[config.mk]
export PLATFORM = sky130hd
export DESIGN_NAME = int_to_ascii_converter_top
export DESIGN_NICKNAME = d
export VERILOG_FILES = /design/src/itac_pkg.sv /design/src/int_to_ascii_converter_top.sv /design/src/itac_front.sv /design/src/itac_back.sv
export VERILOG_INCLUDE_DIRS = /design/src /design/src/src
export SDC_FILE = /design/constraint.sdc
export NUM_CORES = 1
export LEC_CHECK = 0
export BUFFER_PORTS_ARGS = -buffer_cell sky130_fd_sc_hd__buf_2
export CAP_MARGIN = 5
export CORE_MARGIN = 2
export CORE_UTILIZATION = 66
export CTS_CLUSTER_SIZE = 12
export DETAILED_ROUTE_END_ITERATION = 6
export PLACE_DENSITY = 0.85
export REMOVE_ABC_BUFFERS = 1
export SLEW_MARGIN = 10
export SYNTH_ARGS = -nofsm -noshare
export SYNTH_HDL_FRONTEND = slang
export SYNTH_SLANG_ARGS = --single-unit
[constraint.sdc]
create_clock -name clk -period 6.3 [get_ports clk]
set_clock_uncertainty 0.05 [all_clocks]
set_input_delay 0.315 -clock clk [delete_from_list [all_inputs] [get_ports clk]]
set_output_delay 0.315 -clock clk [all_outputs]
set_load 0.05 [all_outputs]
[src/int_to_ascii_converter_top_macros.svh]
// Assertion macros used by the checks in the converter's top level.
`ifndef INT_TO_ASCII_CONVERTER_TOP_MACROS_SVH
`define INT_TO_ASCII_CONVERTER_TOP_MACROS_SVH

// Same-cycle implication, sampled on clk, idle during reset.
`define ITAC_ASSERT_NOW(lbl, ante, cons, msg) \
	lbl: assert property (@(posedge clk) disable iff (!arst_n) (ante) |-> (cons)) \
		else $error(msg);

// Next-cycle implication, sampled on clk, idle during reset.
`define ITAC_ASSERT_NEXT(lbl, ante, cons, msg) \
	lbl: assert property (@(posedge clk) disable iff (!arst_n) (ante) |=> (cons)) \
		else $error(msg);

`endif

[src/itac_pkg.sv]
// Shared types, character codes and helpers of the integer-to-ASCII converter.
package itac_pkg;

	localparam logic [6:0] CHAR_MINUS = 7'h2d;
	localparam logic [6:0] CHAR_ZERO  = 7'h30;
	localparam logic [6:0] CHAR_LOWER_A = 7'h61;
	localparam logic [3:0] DIGIT_TEN  = 4'd10;

	typedef struct packed {
		logic neg;
		logic hex;
	} item_flags_t;

	typedef enum logic [4:0] {
		ST_IDLE  = 5'b00001,
		ST_CONV  = 5'b00010,
		ST_SKIP  = 5'b00100,
		ST_SIGN  = 5'b01000,
		ST_DIGIT = 5'b10000
	} back_state_t;

	function automatic logic [6:0] digit_char(input logic [3:0] d);
		logic [3:0] ofs;
		ofs = d - DIGIT_TEN;
		if (d < DIGIT_TEN) begin
			return CHAR_ZERO + {3'b000, d};
		end
		return CHAR_LOWER_A + {3'b000, ofs};
	endfunction

endpackage

[src/int_to_ascii_converter_top.sv]
// Top level of the integer-to-ASCII converter: stream ports, front end, back end, checks.
`include "int_to_ascii_converter_top_macros.svh"

// Converts one signed VALUE_WIDTH-bit integer per input transfer into its text, one ASCII
// character per output transfer, most significant digit first, with tlast on the final
// character. tuser[0] selects base sixteen (lower-case a-f) over base ten. Negative values
// give '-' and then the digits of the magnitude; the most negative value converts correctly;
// zero gives a single '0'. Steps per item: a load from the queue, then for base ten the
// shift-add-3 loop of the back end over every bit of the value, then a scan down the digit
// register past the leading zero digits, then the characters, each held while the output
// stalls. A base-sixteen item skips the shift loop. For base ten the shift-add-3 loop sets
// the rate; the back end takes no new item until the last character of the current one is
// loaded into the output register. A two-entry queue sits between the front end and the
// back end, so up to two further items are taken while one is being converted, and the
// output register lets conversion move on while a character waits.
module int_to_ascii_converter_top #(
	parameter int VALUE_WIDTH = 32
) (
	input  logic                                    clk,
	input  logic                                    arst_n,
	input  logic                                    s_axis_tvalid,
	output logic                                    s_axis_tready,
	input  logic [((VALUE_WIDTH + 7) / 8) * 8 - 1:0] s_axis_tdata,  // value
	input  logic [0:0]                              s_axis_tuser,  // hex_mode
	output logic                                    m_axis_tvalid,
	input  logic                                    m_axis_tready,
	output logic [7:0]                              m_axis_tdata,  // char_code
	output logic                                    m_axis_tlast   // last
);

	logic [VALUE_WIDTH-1:0]  q_mag;
	itac_pkg::item_flags_t   q_flags;
	logic                    q_valid;
	logic                    q_ready;
	logic                    back_busy;
	logic [6:0]              out_char;

	// classify and queue; upper pad bits of tdata are ignored
	itac_front #(
		.VALUE_WIDTH (VALUE_WIDTH)
	) u_front (
		.clk      (clk),
		.arst_n   (arst_n),
		.in_valid (s_axis_tvalid),
		.in_ready (s_axis_tready),
		.in_value (s_axis_tdata[VALUE_WIDTH-1:0]),
		.in_hex   (s_axis_tuser[0]),
		.q_valid  (q_valid),
		.q_ready  (q_ready),
		.q_mag    (q_mag),
		.q_flags  (q_flags)
	);

	// convert and emit characters through the output register
	itac_back #(
		.VALUE_WIDTH (VALUE_WIDTH)
	) u_back (
		.clk       (clk),
		.arst_n    (arst_n),
		.q_valid   (q_valid),
		.q_ready   (q_ready),
		.q_mag     (q_mag),
		.q_flags   (q_flags),
		.busy      (back_busy),
		.out_valid (m_axis_tvalid),
		.out_ready (m_axis_tready),
		.out_char  (out_char),
		.out_last  (m_axis_tlast)
	);

	// pad the 7-bit code to a whole byte
	assign m_axis_tdata = {1'b0, out_char};

	// a full queue is never empty
	`ITAC_ASSERT_NOW(a_full_not_empty, !s_axis_tready, q_valid, "queue full yet empty")
	// a popped item always starts a conversion
	`ITAC_ASSERT_NEXT(a_pop_starts_work, q_valid && q_ready, back_busy, "pop did not start work")
	// the minus sign is never the final character
	`ITAC_ASSERT_NOW(a_minus_not_last, m_axis_tvalid && m_axis_tlast,
		m_axis_tdata[6:0] != itac_pkg::CHAR_MINUS, "minus sign flagged last")

endmodule

[src/itac_front.sv]
// Front end: accept items, form sign and magnitude, hold them in a two-entry queue.
module itac_front #(
	parameter int VALUE_WIDTH = 32
) (
	input  logic                      clk,
	input  logic                      arst_n,
	input  logic                      in_valid,
	output logic                      in_ready,
	input  logic [VALUE_WIDTH-1:0]    in_value,
	input  logic                      in_hex,
	output logic                      q_valid,
	input  logic                      q_ready,
	output logic [VALUE_WIDTH-1:0]    q_mag,
	output itac_pkg::item_flags_t     q_flags
);

	logic [VALUE_WIDTH-1:0]  mag;
	itac_pkg::item_flags_t   flags;
	logic [VALUE_WIDTH-1:0]  mag_q [2];
	itac_pkg::item_flags_t   flags_q [2];
	logic                    wr_ptr_q;
	logic                    rd_ptr_q;
	logic [1:0]              count_q;
	logic                    push;
	logic                    pop;

	// unsigned magnitude: the most negative value maps onto itself, which is correct
	assign flags.neg = in_value[VALUE_WIDTH-1];
	assign flags.hex = in_hex;
	assign mag = flags.neg ? (~in_value + VALUE_WIDTH'(1)) : in_value;

	assign in_ready = (count_q != 2'd2);
	assign q_valid  = (count_q != 2'd0);
	assign push     = in_valid && in_ready;
	assign pop      = q_valid && q_ready;
	assign q_mag    = mag_q[rd_ptr_q];
	assign q_flags  = flags_q[rd_ptr_q];

	always_ff @(posedge clk) begin
		if (push) begin
			mag_q[wr_ptr_q]   <= mag;
			flags_q[wr_ptr_q] <= flags;
		end
	end

	always_ff @(posedge clk or negedge arst_n) begin
		if (!arst_n) begin
			wr_ptr_q <= 1'b0;
			rd_ptr_q <= 1'b0;
			count_q  <= 2'd0;
		end else begin
			if (push) begin
				wr_ptr_q <= ~wr_ptr_q;
			end
			if (pop) begin
				rd_ptr_q <= ~rd_ptr_q;
			end
			if (push && !pop) begin
				count_q <= count_q + 2'd1;
			end else if (pop && !push) begin
				count_q <= count_q - 2'd1;
			end
		end
	end

endmodule

[src/itac_back.sv]
// Back end: shift-add-3 binary to BCD, leading-zero skip and character emission.
module itac_back #(
	parameter int VALUE_WIDTH = 32
) (
	input  logic                      clk,
	input  logic                      arst_n,
	input  logic                      q_valid,
	output logic                      q_ready,
	input  logic [VALUE_WIDTH-1:0]    q_mag,
	input  itac_pkg::item_flags_t     q_flags,
	output logic                      busy,
	output logic                      out_valid,
	input  logic                      out_ready,
	output logic [6:0]                out_char,
	output logic                      out_last
);

	localparam int DEC_DIGITS = (VALUE_WIDTH * 30103) / 100000 + 1;
	localparam int HEX_DIGITS = (VALUE_WIDTH + 3) / 4;
	localparam int NDIG       = (DEC_DIGITS > HEX_DIGITS) ? DEC_DIGITS : HEX_DIGITS;
	localparam int BCD_W      = NDIG * 4;
	localparam int PTR_W      = $clog2(NDIG);
	localparam int CNT_W      = $clog2(VALUE_WIDTH + 1);

	itac_pkg::back_state_t   state_q;
	logic [BCD_W-1:0]        bcd_q;
	logic [BCD_W-1:0]        bcd_adj;
	logic [VALUE_WIDTH-1:0]  shift_q;
	logic [CNT_W-1:0]        cnt_q;
	logic [PTR_W-1:0]        ptr_q;
	logic                    neg_q;
	logic                    out_valid_q;
	logic [6:0]              out_char_q;
	logic                    out_last_q;
	logic [3:0]              cur_digit;
	logic                    slot_free;
	logic                    emit;

	// add 3 to every BCD digit of five or more before the shift
	always_comb begin
		for (int i = 0; i < NDIG; i++) begin
			if (bcd_q[i*4 +: 4] >= 4'd5) begin
				bcd_adj[i*4 +: 4] = bcd_q[i*4 +: 4] + 4'd3;
			end else begin
				bcd_adj[i*4 +: 4] = bcd_q[i*4 +: 4];
			end
		end
	end

	assign cur_digit = bcd_q[{ptr_q, 2'b00} +: 4];
	assign slot_free = !out_valid_q || out_ready;
	// a character is loaded into the output register this cycle
	assign emit      = slot_free &&
		(state_q == itac_pkg::ST_SIGN || state_q == itac_pkg::ST_DIGIT);
	assign q_ready   = (state_q == itac_pkg::ST_IDLE);
	assign busy      = (state_q != itac_pkg::ST_IDLE);
	assign out_valid = out_valid_q;
	assign out_char  = out_char_q;
	assign out_last  = out_last_q;

	always_ff @(posedge clk or negedge arst_n) begin
		if (!arst_n) begin
			state_q     <= itac_pkg::ST_IDLE;
			out_valid_q <= 1'b0;
			bcd_q       <= '0;
			shift_q     <= '0;
			cnt_q       <= '0;
			ptr_q       <= '0;
			neg_q       <= 1'b0;
			out_char_q  <= '0;
			out_last_q  <= 1'b0;
		end else begin
			if (emit) begin
				out_valid_q <= 1'b1;
			end else if (out_valid_q && out_ready) begin
				out_valid_q <= 1'b0;
			end
			unique case (state_q)
				itac_pkg::ST_IDLE: begin
					if (q_valid) begin
						neg_q <= q_flags.neg;
						ptr_q <= PTR_W'(NDIG - 1);
						if (q_flags.hex) begin
							bcd_q   <= BCD_W'(q_mag);
							state_q <= itac_pkg::ST_SKIP;
						end else begin
							bcd_q   <= '0;
							shift_q <= q_mag;
							cnt_q   <= CNT_W'(VALUE_WIDTH);
							state_q <= itac_pkg::ST_CONV;
						end
					end
				end
				itac_pkg::ST_CONV: begin
					bcd_q   <= {bcd_adj[BCD_W-2:0], shift_q[VALUE_WIDTH-1]};
					shift_q <= {shift_q[VALUE_WIDTH-2:0], 1'b0};
					cnt_q   <= cnt_q - CNT_W'(1);
					if (cnt_q == CNT_W'(1)) begin
						state_q <= itac_pkg::ST_SKIP;
					end
				end
				itac_pkg::ST_SKIP: begin
					if (cur_digit == 4'd0 && ptr_q != '0) begin
						ptr_q <= ptr_q - PTR_W'(1);
					end else if (neg_q) begin
						state_q <= itac_pkg::ST_SIGN;
					end else begin
						state_q <= itac_pkg::ST_DIGIT;
					end
				end
				itac_pkg::ST_SIGN: begin
					if (slot_free) begin
						out_char_q  <= itac_pkg::CHAR_MINUS;
						out_last_q  <= 1'b0;
						state_q     <= itac_pkg::ST_DIGIT;
					end
				end
				itac_pkg::ST_DIGIT: begin
					if (slot_free) begin
						out_char_q  <= itac_pkg::digit_char(cur_digit);
						out_last_q  <= (ptr_q == '0);
						if (ptr_q == '0) begin
							state_q <= itac_pkg::ST_IDLE;
						end else begin
							ptr_q <= ptr_q - PTR_W'(1);
						end
					end
				end
				default: begin
					state_q <= itac_pkg::ST_IDLE;
				end
			endcase
		end
	end

endmodule

=== After elaboration in Yosys (flattened, before gate mapping) ===
Memory sizes are Yosys's and may differ from the RTL's.
Index checks and enable logic that the tools add are counted.

* $add $sub $neg: 18
* Order comparisons: 11
* Equality and inequality tests: 16
* Shifts and indexed selects: 1
* Muxes and demuxes: 51
* Bitwise operators: 3
* Reductions and logical operators: 27

{| class="wikitable"
|+ Operators by type and width
! cell !! number
|-
| $mux 32 || 4
|-
| $pmux 40 s2 || 1
|-
| $pmux 32 s2 || 1
|-
| $mux 4 || 13
|-
| $ge 4x3->1 const B || 10
|-
| $mux 40 || 1
|-
| $shiftx 40x7->4 || 1
|-
| $add 4x2->4 const B || 9
|-
| $mux 5 || 7
|-
| $add 32x1->32 const B || 1
|-
| $not 32->32 || 1
|-
| $mux 7 || 4
|-
| $pmux 5 s5 || 1
|-
| $pmux 7 s2 || 1
|-
| $mux 6 || 2
|-
| $pmux 4 s3 || 1
|-
| $pmux 6 s2 || 1
|-
| $ne 2x1->1 const B || 5
|-
| $ne 2x2->1 const B || 5
|-
| $reduce_bool 2->1 || 5
|-
| $mux 1 || 9
|-
| $logic_not 4->1 || 2
|-
| $add 6x4->7 const A || 1
|-
| $add 6x5->7 const A || 1
|-
| other kinds (26) || 40
|}

* Bits in registers: 101
* RAM bits: 68
* Input port bits: 37
* Output and inout port bits: 11
* Word-level logic and storage cells: 141
* Memories: 2

{| class="wikitable"
|+ Memory list
! name !! words !! bits a word !! read ports !! clocked after memory_dff !! write ports !! line !! source
|-
| u_front.mag_q || 2 || 32 || 1 || 0 || 1 || itac_front.sv:19 || <nowiki>logic [VALUE_WIDTH-1:0] mag_q [2];</nowiki>
|-
| u_front.flags_q || 2 || 2 || 1 || 0 || 1 || itac_front.sv:20 || <nowiki>itac_pkg::item_flags_t flags_q [2];</nowiki>
|}

=== Depth between registers and ports, before layout ===
* Word-level depth: 8
* Mapped depth: 12
* Gate-level depth less buffers: 9

=== Cells and area by module ===
Synthesis repeated with hierarchy kept, for this count alone.

* Cells, all modules: 904
* Area, all modules: 9231.4 um^2

{| class="wikitable"
|+ Modules (own cells, without submodules)
! module !! times used !! cells an instance !! area an instance (um^2) !! sequential area each (um^2)
|-
| itac_back || 1 || 685 || 5838.1 || 2428.6
|-
| itac_front || 1 || 217 || 3382.0 || 2142.1
|-
| int_to_ascii_converter_top || 1 || 2 || 11.3 || 0.0
|}

=== Least setup slack after synthesis ===
OpenSTA, ideal clock, no wires.

* Path kind: register to register
* From: register u_front.count_q[0]
* To: memory u_front.flags_q[0][0] (netlist bit) (enable)
* Library setup time: 425 ps
* Data arrival time: 2534 ps
* Data required time: 5825 ps
* Slack: 3291 ps
* Cell stages (with the launch flop): 4
* Path buffers: 0
* Period minus slack after synthesis: 3009 ps
* Path through: dfrtp_1 nand2b_1 nand2_1 nor2_1

* Word-level cells in the longest chain between the ends: 4

{| class="wikitable"
|+ Ends and longest elaborated chain
! what !! line !! source
|-
| start, declared || itac_front.sv:23 || <nowiki>logic [1:0] count_q;</nowiki>
|-
| start signal, assigned || itac_front.sv:59 || <nowiki>count_q <= count_q + 2'd1;</nowiki>
|-
| start signal, assigned || itac_front.sv:61 || <nowiki>count_q <= count_q - 2'd1;</nowiki>
|-
| $ne 2x2->1 || itac_front.sv:32 || <nowiki>assign in_ready = (count_q != 2'd2);</nowiki>
|-
| net s_axis_tready || int_to_ascii_converter_top.sv:22 || <nowiki>output logic s_axis_tready,</nowiki>
|-
| $logic_and 1x1->1 || itac_front.sv:34 || <nowiki>assign push = in_valid && in_ready;</nowiki>
|-
| $mux 1 || itac_front.sv:40 || <nowiki>if (push) begin</nowiki>
|-
| $mux 1 (not written as such) || itac_front.sv:42 || <nowiki>flags_q[wr_ptr_q] <= flags;</nowiki>
|-
| end, declared || itac_front.sv:20 ||
|}

The timed path passes the listed nets, and every way through them passes these cells.

=== Worst setup path after layout ===
* From: register u_back.ptr_q[0]
* To: register u_back.ptr_q[3]

* Word-level cells in the longest chain between the ends: 5
* Elaborated cells between the ends (all ways): 13
* Classes of those cells: add/sub: 1; eq/ne: 2; shift: 1; mux: 4; reduce/logical: 5

{| class="wikitable"
|+ Ends and longest elaborated chain
! what !! line !! source
|-
| start, declared || itac_back.sv:30 || <nowiki>logic [PTR_W-1:0] ptr_q;</nowiki>
|-
| start signal, assigned || itac_back.sv:82 || <nowiki>ptr_q <= PTR_W'(NDIG - 1);</nowiki>
|-
| start signal, assigned || itac_back.sv:104 || <nowiki>ptr_q <= ptr_q - PTR_W'(1);</nowiki>
|-
| start signal, assigned || itac_back.sv:125 || <nowiki>ptr_q <= ptr_q - PTR_W'(1);</nowiki>
|-
| $shiftx 40x7->4 || itac_back.sv:50 || <nowiki>assign cur_digit = bcd_q[{ptr_q, 2'b00} +: 4];</nowiki>
|-
| $logic_not 4->1 || itac_back.sv:103 || <nowiki>if (cur_digit == 4'd0 && ptr_q != '0) begin</nowiki>
|-
| $logic_and 1x1->1 || itac_back.sv:103 ||
|-
| $ne 2x1->1 (no source line) || n/a ||
|-
| $reduce_and 5->1 (no source line) || n/a ||
|}

Parallel ways exist; a longest one is shown, timed or not. The select of a mux whose other input is x is not followed.
A chain may end at the register's enable or synchronous reset.

==> metrics list <==
- Dpl cells: between 1k and 1.5k
- Pre-antenna DRT Iters: 5
* Number of antenna repair diodes: 0
* GP Congestion: roughly 0.84
- After clock tree synthesis, the repair step resized 0 gates.
- Commonest cells in the synthesized netlist: sky130_fd_sc_hd__dfrtp_1, sky130_fd_sc_hd__o21ai_0, sky130_fd_sc_hd__nand2_1
* Result of the run: finished, final reports clean
- At the end of the flow the core is filled with cells to 0.750.
- Setup repair after global routing left no endpoint under its margin.
* Number of enable-type register cells in the synthesized netlist: 68
- Drt first-iter violations: 579
* Die area: 14600 sq um
- Standard cell core area: around 13000 sq um
- Number of global-route vias before repair: 6640
- Total number of vias: 6789
- In the post-synthesis netlist, the cell with the most instances is sky130_fd_sc_hd__dfrtp_1.
* I/O Pins: 48
- For this run, the top clock speed supported by timing is between 300 and 400 MHz.
* Port Buffers: 46
- Layout Area Growth over Synthesis: 10.7%
- The cell count after synthesis came out at 894.
* Final min period: 3.25 ns
- Final instance count without filler cells: 1109
* Clock Tree Buf Depth: 2
- The number of antenna violations at the first check in global routing came to 0.
- In this run, synthesis produced a sequential element count of 169.
* Final Hold Fails: 0
* Layout Nets: a little under 1k
* Static leakage power: 4.18 nW
- Mean instance size in the synthesized netlist: 10.1 sq um
- Adding up every negative setup slack in the final design gives 0 ns.
* Final setup violation count: 0
- Share of synthesized registers carrying an async set or reset: 0.598
- Worst endpoint data arrival time: 3.50 ns
- Number of buffers inserted during clock tree synthesis: 17
- WHS Endpoint: u_front.flags_q[1][0]
- The worst setup path is of the flop to flop kind.
- Aggregate routed wire length: 19200 um
- Proportion of synthesized chip area in sequential cells: 0.507
- Clock-pin slew was measured on the worst setup and hold paths at 0.07 ns.
- Worst Path Required: 6.55 ns
- The floorplan step set the die width to 121 um.
- Largest fanout of any net on the critical path: 21
* Netlist area before placement: 9010 sq um
- Relative max-transition margin: 0.248
- The initial utilization of the core area, before any placement, comes to 0.678.
- In this run the power density over the cells is 519 nW/um^2.
- WHS Path Cells: 1
- The tightest hold path in the finished design has a slack of 0.0239 ns.
- The worst register-to-register path begins at u_back.ptr_q[0].
- The detail route stage leaves a number of antenna-violating nets equal to 0.
* Hold Crit Class: primary input to flop
- After detailed routing, the number of vias per cell comes to about 6.
- Yosys attributes the largest share of cell area to sky130_fd_sc_hd__dfrtp_1, sky130_fd_sc_hd__edfxtp_1, sky130_fd_sc_hd__mux2i_1.
- Entering global routing, the biggest net connects 110 pins.
- Global-route wire length before repair: approximately 33000 um
* Fraction of layout instances using a drive strength above 1: 0.117
- Across every metal layer, demand over resource in global routing totals 0.284.
- Worst flop-to-flop path endpoint: u_back.ptr_q[3]
* Site row count: 42
- The H-tree was split into 4 levels.
- For this run, the number of Yosys warnings is 0.
* Fraction of synthesized cell area taken by the top area cell type: 0.278
* Hold Crit Start: s_axis_tuser
* Cell taking the most area after synthesis: sky130_fd_sc_hd__dfrtp_1
- For this design, the sink count on the clock tree is 169.
* Pin slew with the least headroom to its limit: approximately 1.1 ns
* Nature of the critical path endpoint: flop
* Routed length per instance: 17.4 um
- The count of final max-slew check failures was 0.
* Fin crit share: 0.515
* Post-route DRC violation count: 0
- Worst IR Drop VDD: roughly 0.28 mV
* Insertion delay to the later sink of the worst-skew pair: 0.43 ns
- Depth of the most critical reg-to-reg path: 9
- Synth Flop Type: sky130_fd_sc_hd__dfrtp_1
- The worst setup path is launched from a flop.
- Buffer cell driving the clock tree root: sky130_fd_sc_hd__clkbuf_16
* Number of different library cells in the post-synthesis netlist: 59
* Clock tree from TritonCTS: built
- Max-cap violations in this run came to 0.
- Aggregate global routing overflow: 0
- Die Y-Extent: 121 um
* Post-DP HPWL: 12700 um
- Worst setup slack for register-to-register paths: 3.05 ns
-- per-stage QoR --
stage                     power [mW]  setup slack [ns]  cell area [sq um]
final                           5.17              3.05               9970
after global routing            5.53              2.78               9970
after detailed placement        4.03              3.09               9340
after floorplan                 3.43             0.765               8800
after CTS                       5.16              3.08               9970
after global placement          3.91              3.25               9340
-- placed cells by master, fill, tap and decap left out, types with 3 or more instances in the layout --
| cell type | instances |
|---|---|
| sky130_fd_sc_hd__mux2i_1 | 46 |
| sky130_fd_sc_hd__nor4_1 | 5 |
| sky130_fd_sc_hd__bufinv_16 | 4 |
| sky130_fd_sc_hd__buf_4 | 9 |
| sky130_fd_sc_hd__ha_1 | 28 |
| sky130_fd_sc_hd__a21oi_1 | 83 |
| sky130_fd_sc_hd__nand2_1 | 87 |
| sky130_fd_sc_hd__mux4_2 | 5 |
| sky130_fd_sc_hd__xor2_1 | 9 |
| sky130_fd_sc_hd__or3_1 | 4 |
| sky130_fd_sc_hd__clkbuf_16 | 17 |
| sky130_fd_sc_hd__mux2_2 | 3 |
| sky130_fd_sc_hd__a31oi_1 | 3 |
| sky130_fd_sc_hd__xnor2_1 | 52 |
| sky130_fd_sc_hd__o22ai_1 | 12 |
| sky130_fd_sc_hd__nand3_1 | 9 |
| sky130_fd_sc_hd__nand2b_1 | 19 |
| sky130_fd_sc_hd__nor2b_1 | 5 |
| sky130_fd_sc_hd__inv_1 | 44 |
| sky130_fd_sc_hd__o21ai_0 | 90 |
| sky130_fd_sc_hd__nand4_1 | 3 |
| sky130_fd_sc_hd__dfrtp_1 | 99 |
| sky130_fd_sc_hd__buf_2 | 45 |
| sky130_fd_sc_hd__edfxtp_1 | 68 |
| sky130_fd_sc_hd__o31ai_1 | 10 |
| sky130_fd_sc_hd__clkbuf_1 | 3 |
| sky130_fd_sc_hd__nor2_1 | 72 |
| sky130_fd_sc_hd__a211oi_1 | 9 |
| sky130_fd_sc_hd__or4_1 | 4 |
| sky130_fd_sc_hd__o32ai_1 | 9 |
| sky130_fd_sc_hd__o22ai_2 | 3 |
| sky130_fd_sc_hd__nor3_1 | 23 |
-- timing repair --
item / in CTS / in global routing
hold buffers: 1 / 0
buffers inserted: 0 / 0
endpoints found under the hold margin: 45 / 0
setup endpoints to repair: 0 / 0
-- final cells by class --
type / instances / area, sq um
Inverter: 44 / 165
Fill cell: 852 / 3320
Timing Repair Buffer: 55 / 303
Clock inverter: 11 / 170
Clock buffer: 21 / 450
Multi-Input combinational cell: 633 / 4090
Tap cell: 176 / 220
Sequential cell: 169 / 4570
-- where the power goes --
| group | switching (mW) | internal [mW] |
|---|---|---|
| Combinational | 1.38 | 0.823 |
| Clock | 0.428 | 0.675 |
| Sequential | 0.307 | 1.56 |
-- layer usage --
layer,track usage,vias to the layer above,share of wire
met1,0.374,3301,0.43
met3,0.0571,34,0.051
li1,-,3239,-
met5,0,-,0
met2,0.471,215,0.50
met4,0.0967,0,0.021
-- logic make-up (layout without fill, tap and decap cells) --
kind of cell	count (synthesis)	count (layout)	synth area share
simple gates	248	248	0.128
mux	55	55	0.0685
xor+xnor	61	61	0.0593
flops	169	169	0.507
fa+ha+maj	28	28	0.0389
compound gates	240	240	0.156
buf+inv	92	131	0.0417
other cells	1	1	0.000416
-- worst max-delay path by stage --
stage                       from               end
5_1_grt        u_back.state_q[3]  u_back.bcd_q[10]
2_1_floorplan  u_back.state_q[3]   u_back.cnt_q[4]
6_report         u_back.ptr_q[0]   u_back.ptr_q[3]
4_1_cts          u_back.ptr_q[0]   u_back.ptr_q[3]
3_3_place_gp     u_back.ptr_q[0]   u_back.ptr_q[2]
3_5_place_dp   u_back.state_q[3]  u_back.bcd_q[10]
-- critical path: stages (launching register included) --
cell	delay [ns]
sky130_fd_sc_hd__dfrtp_1	0.99
sky130_fd_sc_hd__mux2i_1	0.20
sky130_fd_sc_hd__mux4_2	0.50
sky130_fd_sc_hd__o22ai_1	0.30
sky130_fd_sc_hd__inv_1	0.14
sky130_fd_sc_hd__ha_1	0.23
sky130_fd_sc_hd__nand2_1	0.07
sky130_fd_sc_hd__nor3_1	0.06
sky130_fd_sc_hd__o21ai_0	0.41
sky130_fd_sc_hd__a22oi_1	0.16
-- sequential cells by signal (all words and copies together) (netlist names) --
signal	cells
u_front.count_q	2
u_back.neg_q	1
u_back.out_char	7
u_front.flags_q	4
u_back.out_last	1
u_front.mag_q	64
u_front.rd_ptr_q	1
u_front.wr_ptr_q	1
u_back.shift_q	32
u_back.out_valid	1
u_back.state_q	5
u_back.cnt_q	6
u_back.bcd_q	40
u_back.ptr_q	4
Note: power is estimated with default switching activity, not from simulation.
